==> src/hdl/boxds_div.sv <==
// Iterative restoring divider, one quotient bit per cycle.
// Depends on nothing beyond its parameter.
module boxds_div #(
	parameter int unsigned N = 32
) (
	input  logic         clk,
	input  logic         arst_n,
	input  logic         start,
	input  logic [N-1:0] dividend,
	input  logic [N-1:0] divisor,
	output logic         busy,
	output logic         done,
	output logic [N-1:0] quotient,
	output logic [N-1:0] remainder
);
	localparam int unsigned CW = $clog2(N + 1);

	logic [N-1:0] rem_q, quo_q, den_q;
	logic [CW-1:0] cnt_q;
	logic busy_q, done_q;
	logic [N:0] shifted;
	logic [N:0] diff;

	assign shifted = {rem_q, quo_q[N-1]};
	assign diff = shifted - {1'b0, den_q};

	always_ff @(posedge clk or negedge arst_n) begin
		if (!arst_n) begin
			busy_q <= 1'b0;
			done_q <= 1'b0;
			cnt_q <= '0;
		end else begin
			done_q <= 1'b0;
			if (start) begin
				busy_q <= 1'b1;
				cnt_q <= CW'(N);
			end else if (busy_q) begin
				cnt_q <= cnt_q - CW'(1);
				if (cnt_q == CW'(1)) begin
					busy_q <= 1'b0;
					done_q <= 1'b1;
				end
			end
		end
	end

	always_ff @(posedge clk) begin
		if (start) begin
			rem_q <= '0;
			quo_q <= dividend;
			den_q <= divisor;
		end else if (busy_q) begin
			if (shifted >= {1'b0, den_q}) begin
				rem_q <= diff[N-1:0];
				quo_q <= {quo_q[N-2:0], 1'b1};
			end else begin
				rem_q <= shifted[N-1:0];
				quo_q <= {quo_q[N-2:0], 1'b0};
			end
		end
	end

	assign busy = busy_q;
	assign done = done_q;
	assign quotient = quo_q;
	assign remainder = rem_q;
endmodule

==> config.mk <==
export PLATFORM = sky130hd
export DESIGN_NAME = boxds_div
export DESIGN_NICKNAME = d
export VERILOG_FILES = /design/src/hdl/boxds_div.sv
export SDC_FILE = /design/constraint.sdc
export NUM_CORES = 1
export LEC_CHECK = 0
export BUFFER_PORTS_ARGS = -buffer_cell sky130_fd_sc_hd__buf_2
export CELL_PAD_IN_SITES_DETAIL_PLACEMENT = 1
export CELL_PAD_IN_SITES_GLOBAL_PLACEMENT = 2
export CORE_ASPECT_RATIO = 0.6
export CORE_MARGIN = 2
export CORE_UTILIZATION = 31
export CTS_CLUSTER_SIZE = 25
export DETAILED_ROUTE_END_ITERATION = 16
export GPL_TIMING_DRIVEN = 1
export PLACE_DENSITY_LB_ADDON = 0.1
export RECOVER_POWER = 50
export SETUP_SLACK_MARGIN = 0.1
export SYNTH_ARGS = -nofsm -noshare
export SYNTH_HDL_FRONTEND = slang
export SYNTH_SLANG_ARGS = --single-unit
==> constraint.sdc <==
create_clock -name clk -period 3 [get_ports clk]
set_clock_uncertainty 0.2 [all_clocks]
set_input_delay 0.45 -clock clk [delete_from_list [all_inputs] [get_ports clk]]
set_output_delay 0.45 -clock clk [all_outputs]
set_load 0.02 [all_outputs]
# Yosys cells after proc, flatten, opt, wreduce, memory -nomap -nowiden

Cells that the tools add are included.

Equality and inequality tests: 1
Add/sub/neg operators: 2
Reduce and logical (&&, ||, !) cells: 1
Order comparisons: 1
Multiplexer cells: 12

Operator list:

| kind                                                | count |
|---|---|
| 2-to-1 mux 32 bit                                   | 3 |
| >= comparator 33 x 32 -> 1 bit                      | 1 |
| subtractor 32 bit                                   | 1 |
| 2-to-1 mux 6 bit                                    | 2 |
| 2-to-1 mux 1 bit                                    | 7 |
| equality test 6 x 1 -> 1 bit, second input constant | 1 |
| subtractor 6 x 1 -> 6 bit, second input constant    | 1 |
| nonzero test 2 bit                                  | 1 |

Logic and storage cells: 23
Register bits: 104
Input port bits: 67

# Longest topological paths before layout

Gate-level depths: netlist of run 1.

Word-level depth: 4
Depth in mapped cells: 12

# Worst setup path before layout of run 1

Ideal clock, no wire load.

Path type: register to register
From: register rem_q[25] (netlist: remainder[25])
To: register quo_q[0] (netlist: quotient[0]), data pin
Required time: 2.540 ns
Stages on the path, launching flop included: 10
Buffers on the path: 1
Slack: -0.227 ns
Setup time: 0.260 ns
Arrival: 2.767 ns
Cells stage by stage: dfxtp_1 > ha_1 > a21o_1 > a21o_1 > a21o_1 > a311o_1 > a2111oi_4 > o41ai_4 > clkbuf_1 > mux2_2

Cells in the longest elaborated chain, start to end: 4

RTL lines:

| what                           | RTL line | text |
|---|---|---|
| start: declaration             | 18       | `logic [N-1:0] rem_q, quo_q, den_q;` |
| start signal: assignment       | 54       | `rem_q <= diff[N-1:0];` |
| start signal: assignment       | 57       | `rem_q <= shifted[N-1:0];` |
| >= comparator 33 x 32 -> 1 bit | 53       | `if (shifted >= {1'b0, den_q}) begin` |
| 2-to-1 mux 1 bit               | 53       |  |
| 2-to-1 mux 32 bit              | 52       | `end else if (busy_q) begin` |
| 2-to-1 mux 32 bit              | 48       | `if (start) begin` |
| end signal: assignment         | 50       | `quo_q <= dividend;` |
| end signal: assignment         | 55       | `quo_q <= {quo_q[N-2:0], 1'b1};` |
| end signal: assignment         | 58       | `quo_q <= {quo_q[N-2:0], 1'b0};` |
| end: declaration               | 18       |  |

No other way between the ends. The select of a mux whose other input is x is not followed.
A chain may end at the register's enable or synchronous reset.

# Final worst setup path of run 1

From: register den_q[0]
To: register rem_q[1] (netlist: remainder[1])

Cells in the longest elaborated chain, start to end: 2

RTL lines:

| what                                                                       | RTL line | text |
|---|---|---|
| start: declaration                                                         | 18       |  |
| start signal: assignment                                                   | 51       | `den_q <= divisor;` |
| subtractor 32 bit / >= comparator 33 x 32 -> 1 bit (equally long branches) | 25, 53   |  |
| 2-to-1 mux 32 bit *                                                        | 53       |  |

Mark *: on every way between the ends. The rest lies on a longest branch, timed or not.

==> flow_summary.yaml, run 1 <==
run_status:
  outcome: "complete, but fails checks"
  violations: "setup timing"
grt:
  grt_overflow: 0
  globalRouteTotalUtil_pct: 18.4
  grt_pass1_wl_um: 29600
  grt_pass1_vias: 5317
  grt_antenna_before_repair: 1
  grt_max_degree: 58
worst_setup_path:
  max_stage_delay_ns: 0.46
  timing.rr.start: "den_q[0]"
  endpoint: "remainder[1]"
  start_kind: "flip-flop"
  r2r_cells: 12
  critPathTopFamily: "compound AO/OA/AOI/OAI gates"
  critical_path_class: "reg -> reg"
  slowest_stage: "edfxtp_1"
  worstSetupStartpoint: "den_q[0]"
  crit_chain: "ha_4 > buf_6 > nor2b_4 > o2111ai_2 > and4b_1 > o21ai_2 > a21oi_2 > o41ai_4 > buf_4 > buf_12 > nor3_4 > or3_1"
  r2r_slack_ns: -0.07
  arrival_ns: 3.13
  required_ns: 3.05
  critPathMaxFanout: 8
  critPathCaptureType: "flip-flop"
  cp.depth: 12
  cp.buffers_inverters: 3
  worstReg2RegEnd: "remainder[1]"
synthesis:
  syn-num-nets: 690
  synth_area_um2: 6100
  ys_top_cells_by_area: "edfxtp_1 32%, dfxtp_1 11%, ha_1 7.0%"
  syn_avg_cell_area_um2: 10.4
  synth_top_cell_area_share_pct: 31.5
  yosysWarnings: 0
  synth_edf_count: 64
  synthCells: 588
  async_reset_ff_share_pct: 7.69
  yosysSeqAreaShare_pct: 45.3
  ys_ff_latch: 104
  yosys.cell_types.count: 67
  synth_ff_type: "edfxtp_1"
  synth_top_area_cell: "edfxtp_1"
cells_and_area:
  fill_cells: 2193
  area.growth.synth_to_final_pct: 36.2
  antenna_cells: 0
  layout_commonest_cell: "buf_2"
  final_cells: 1069
  design_area_um2: 8300
  finalNetCount: 900
  mostFrequentLayoutCells: "128 x buf_2, 82 x buf_4, 64 x edfxtp_1"
  drive_above_1_share_pct: 39.4
place:
  io_buffers: 132
  place_inst: 1041
  place_area_um2: 7670
  place_congestion: 0.808
  post-dp-hpwl_um: 14400
floorplan:
  num_rows: 39
  die_x_um: 185
  ioPinCount: 133
  core-area_um2: 19100
  start_util_pct: 31.9
  die_h_um: 113
  die_area_um2: 20800
power_and_ir_drop:
  total_power_uw: 7520
  p_sw_uw: 3120
  p_leak_uw: 0.00374
  seqPwrFrac_pct: 27.5
  swShare_pct: 41.6
  peakVddDrop_mv: 0.429
  p_clk_share_pct: 15.4
  power_density_nw_per_um2: 905
  intPower_uw: 4390
  combPwrFrac_pct: 57.1
drt:
  ant_nets: 0
  drc: 0
  vias: 5245
  vias_per_cell: 4.91
  wl_um: 18900
  wl_per_cell_um: 17.7
  drt_iter0_drc: 239
  firstDrtPassIters: 4
timing:
  tightest_slew_ns: 0.689
  fin_ws_ns: -0.0731
  fmax_mhz: 325
  finalMaxSlewViolations: 0
  rsz0062_at_grt: "true"
  setup-violations-final: 3
  hold_viol_final: 0
  relSlewSlack_pct: 54.0
  hold_ws_ns: 0.0541
  fin_crit_ns: 3.07
  period_share_pct: 102
  setup_tns_ns: -0.151
clock_network:
  clockBufferDepth: 2
  clockRootBuffer: "clkbuf_16"
  clk_latency_ns: 0.37
  clkTransAtPathRegs_ns: 0.08
  cts-buffers-inserted: 9
  cts_tree: "yes"
  clock-sinks: 104
  h-tree-depth: 3
run:
  cap_violations: 0
min_path:
  hold_path_class: "in -> reg"
[final cells by class]
type / instances / area (um2) / area share, %
Tap cell: 266 / 333 / 4.01
Clock buffer: 10 / 229 / 2.76
Inverter: 49 / 184 / 2.22
Clock inverter: 6 / 42.5 / 0.512
Timing Repair Buffer: 224 / 1430 / 17.2
Sequential cell: 104 / 2770 / 33.3
Multi-Input combinational cell: 410 / 3320 / 40.0
[cell usage after synthesis, drive strengths merged, types with 4 or more instances]
| library cell | n |
|---|---|
| ha | 34 |
| a21o | 14 |
| xor2 | 8 |
| dfrtp | 8 |
| o211ai | 8 |
| or3 | 5 |
| nor3 | 6 |
| o21bai | 7 |
| mux2 | 35 |
| edfxtp | 64 |
| o21ai | 20 |
| xnor2 | 18 |
| buf | 12 |
| nand2b | 4 |
| clkbuf | 13 |
| dfxtp | 32 |
| nand2 | 42 |
| a31oi | 6 |
| a21oi | 31 |
| nand3 | 9 |
| nand4 | 7 |
| o2111ai | 5 |
| nor2 | 45 |
| mux2i | 21 |
| and2 | 5 |
| nand3b | 4 |
| and3 | 5 |
| inv | 49 |
| a211oi | 23 |
[metrics by stage]
stage / setup WS, ns / utilization (%)
global route: -0.225 / 43.4
CTS: -0.0648 / 42.0
detailed placement: -0.0811 / 40.1
global placement: -0.0294 / 40.1
floorplan: 0.0825 / -
finish: -0.0731 / 43.4
[registers in the layout, summed over array words and instances, names as in the netlist]
name and count:
remainder 32, cnt_q 6, quotient 32, done 1, den_q 32, busy 1
[per-layer routing]
| layer | part of all wire [%] | up-vias | global-route usage (%) |
|---|---|---|---|
| met2 | 40 | 106 | 25.7 |
| li1 | - | 2585 | - |
| met3 | 4.5 | 11 | 4.35 |
| met5 | 0.063 | - | 0 |
| met4 | 0.67 | 2 | 3.39 |
| met1 | 55 | 2541 | 28.5 |
[logic make-up after synthesis]
family	share of synthesized area, %
simple gates	12.1
compound gates	16.7
buf+inv	4.93
mux	9.91
xor+xnor	3.73
fa+ha+maj	7.31
flops	45.3
[timing repair]
action                     CTS  global route
setup endpoints to repair   31            33
hold endpoints to repair     8             0
setup buffers                1             9
pin swaps                   29            16
gates cloned                 1             0
gates resized for setup     18            40
hold buffers                 1             0
[how the worst min path moves through the flow]
stage | startpoint | endpoint | slack (ns) | cells after the start
floorplan | arst_n | busy | -0.05 | 0
global placement | arst_n | done | 0.11 | 1
detailed placement | arst_n | done | 0.11 | 1
CTS | divisor[31] | den_q[31] | 0.04 | 1
global route | divisor[8] | den_q[8] | 0.04 | 1
finish | divisor[24] | den_q[24] | 0.05 | 1
[worst register-to-register path: cells and delay by family, from the launching register on]
kind / cells / cell delay [ns]
buffers and inverters: 3 / 0.46
AOI/OAI and AO/OA: 4 / 0.88
adders and majority gates: 1 / 0.20
DFF: 1 / 0.46
and+or+nand+nor: 4 / 0.76
[power groups by stage]
stage	sequential, uW	clock, uW	combinational (uW)
after floorplan	2380	0	2100
after global placement	2080	0	3810
after detailed placement	2100	0	3860
after CTS	2070	1200	4060
after global routing	2120	1250	4670
final	2070	1160	4290
Note: power is estimated with default switching activity, not from simulation.
==> inputs of run 2 (changes only) <==
- REMOVE_ABC_BUFFERS: default -> 1
==> run 2 against run 1 <==
  * The flow finishes with violations (capacitance limit, slew limit, setup timing)
  * Sequential power hardly changed
  * Count of clock-buffer cells in the layout is 1 higher
  * Critical path type unchanged
  * Sequential share of layout area is 1.9 points lower
  * Worst hold slack worse by 0.014 ns
  * Sequential cell count stayed put
  * Clock power is 4% higher
==> flow_summary.yaml, run 2 (synthesis results as in run 1) <==
place:
  io_buffers: 132
  pre_cts_slack_ns: -0.302
  post-dp-hpwl_um: 15300
  place_congestion: 0.840
grt:
  grt_max_degree: 34
  grt_antenna_before_repair: 0
  globalRouteTotalUtil_pct: 20.3
  grt_overflow: 0
  grt_pass1_vias: 5693
  grt_pass1_wl_um: 32200
cells_and_area:
  mostFrequentLayoutCells: "123 x buf_2, 122 x buf_4, 64 x edfxtp_1"
  finalNetCount: 949
  area.growth.synth_to_final_pct: 44.2
  drive_above_1_share_pct: 44.7
  layout_commonest_cell: "buf_2"
  final_util_pct: 46.0
  antenna_cells: 0
  fill_cells: 2197
  multi_input_area_um2: 3420
  regArea_um2: 2760
timing:
  fin_ws_ns: -0.0443
  hold_viol_final: 0
  fin_crit_ns: 3.04
  setup-violations-final: 4
  period_share_pct: 101
  hold_ws_ns: 0.0402
  tightest_slew_ns: 1.85
  relSlewSlack_pct: -23.6
  rsz0062_at_grt: "true"
  finalMaxSlewViolations: 33
  fmax_mhz: 328
floorplan:
  die_area_um2: 20800
  core-area_um2: 19100
  num_rows: 39
  die_x_um: 185
  start_util_pct: 31.9
  ioPinCount: 133
  die_h_um: 113
drt:
  drt_iter0_drc: 263
  wl_per_cell_um: 18.4
  wl_um: 20600
  ant_nets: 0
  vias: 5490
  firstDrtPassIters: 4
  drc: 0
  vias_per_cell: 4.91
worst_setup_path:
  timing.rr.start: "den_q[1]"
  start_kind: "flip-flop"
  critPathMaxFanout: 3
  r2r_slack_ns: -0.04
  critical_path_class: "reg -> reg"
  arrival_ns: 3.13
  required_ns: 3.08
  r2r_cells: 11
  critPathCaptureType: "flip-flop"
  worstReg2RegEnd: "remainder[31]"
clock_network:
  clockBufferDepth: 2
  h-tree-depth: 3
  clockRootBuffer: "clkbuf_16"
  clkTransAtPathRegs_ns: 0.08
  clk_latency_ns: 0.38
  clock-sinks: 104
  cts_tree: "yes"
  cts-buffers-inserted: 9
power_and_ir_drop:
  total_power_uw: 8270
  p_leak_uw: 0.00398
  peakVddDrop_mv: 0.385
  power_density_nw_per_um2: 941
min_path:
  hold_depth: 1
  hold_end: "den_q[24]"
  min_from: "divisor[24]"
  hold_path_class: "in -> reg"
run_status:
  outcome: "complete, but fails checks"
  violations: "capacitance limit, slew limit, setup timing"
run:
  cap_violations: 1
## run 2: cell count changes in the layout (fill, tap and decap cells not counted), moves of 3 or more
cell,delta
clkbuf_1,+6
ha_4,+7
buf_2,-5
o21ai_1,+4
buf_4,+40
a211oi_2,+4
ha_1,-4
o21ai_0,-3
ha_2,-3
buf_6,+7
a211oi_1,-4
mux2i_1,-4
mux2i_2,+3
## run 2: where the power goes
group	total (uW)	internal, uW	switching, uW
combinational	5000	2450	2550
sequential	2060	1840	220
clock	1210	602	603
## run 2: area by class of cell
class | count | share of cell area (%)
clock inverters | 5 | 0.527
inverters | 49 | 2.09
repair buffers | 273 | 20.5
well taps | 266 | 3.79
clock buffers | 11 | 2.76
flip-flops and latches | 104 | 31.4
multi-input cells | 410 | 38.9
## run 2: layer usage
metal | up-vias | global-route usage [%] | part of all wire [%]
met2 | 110 | 28.3 | 41
met1 | 2674 | 31.4 | 53
met5 | - | 0 | 0
li1 | 2693 | - | -
met3 | 13 | 4.83 | 4.6
met4 | 0 | 4.39 | 1.0
## run 2: worst max path at each step
stage,start,end,slack (ns),cells after the start
5_1_grt,den_q[21],remainder[0],-0.19,14
3_3_place_gp,quotient[31],remainder[12],-0.21,12
6_report,den_q[1],remainder[31],-0.04,11
4_1_cts,den_q[26],remainder[0],-0.04,12
2_1_floorplan,quotient[31],remainder[0],-1.12,10
3_5_place_dp,quotient[31],remainder[20],-0.30,12
## run 2: stage by stage
| step | cells | instance area [um2] | TNS (ns) |
|---|---|---|---|
| floorplan | 563 | 5980 | -31.74 |
| global placement | 1075 | 7850 | -5.42 |
| detailed placement | 1075 | 7850 | -7.27 |
| CTS | 1109 | 8550 | -0.0740 |
| global route | 1118 | 8790 | -3.63 |
| finish | 1118 | 8790 | -0.109 |
## run 2: worst max-delay path: stages (launching register included)
cell and delay [ns]:
edfxtp_1 0.41, inv_2 0.09, ha_4 0.20, nor2b_4 0.13, o2111ai_2 0.20, and4b_1 0.29
o21ai_2 0.10, buf_4 0.15, a2111o_1 0.44, a2111oi_4 0.31, and4b_1 0.23, o31ai_1 0.21
## run 2: timing repair
item	4_1_cts	5_1_grt
gates cloned	3	0
pin swaps	52	20
hold endpoints to repair	8	0
gates resized for setup	54	42
hold buffers	1	0
setup endpoints to repair	33	33
setup buffers	15	9
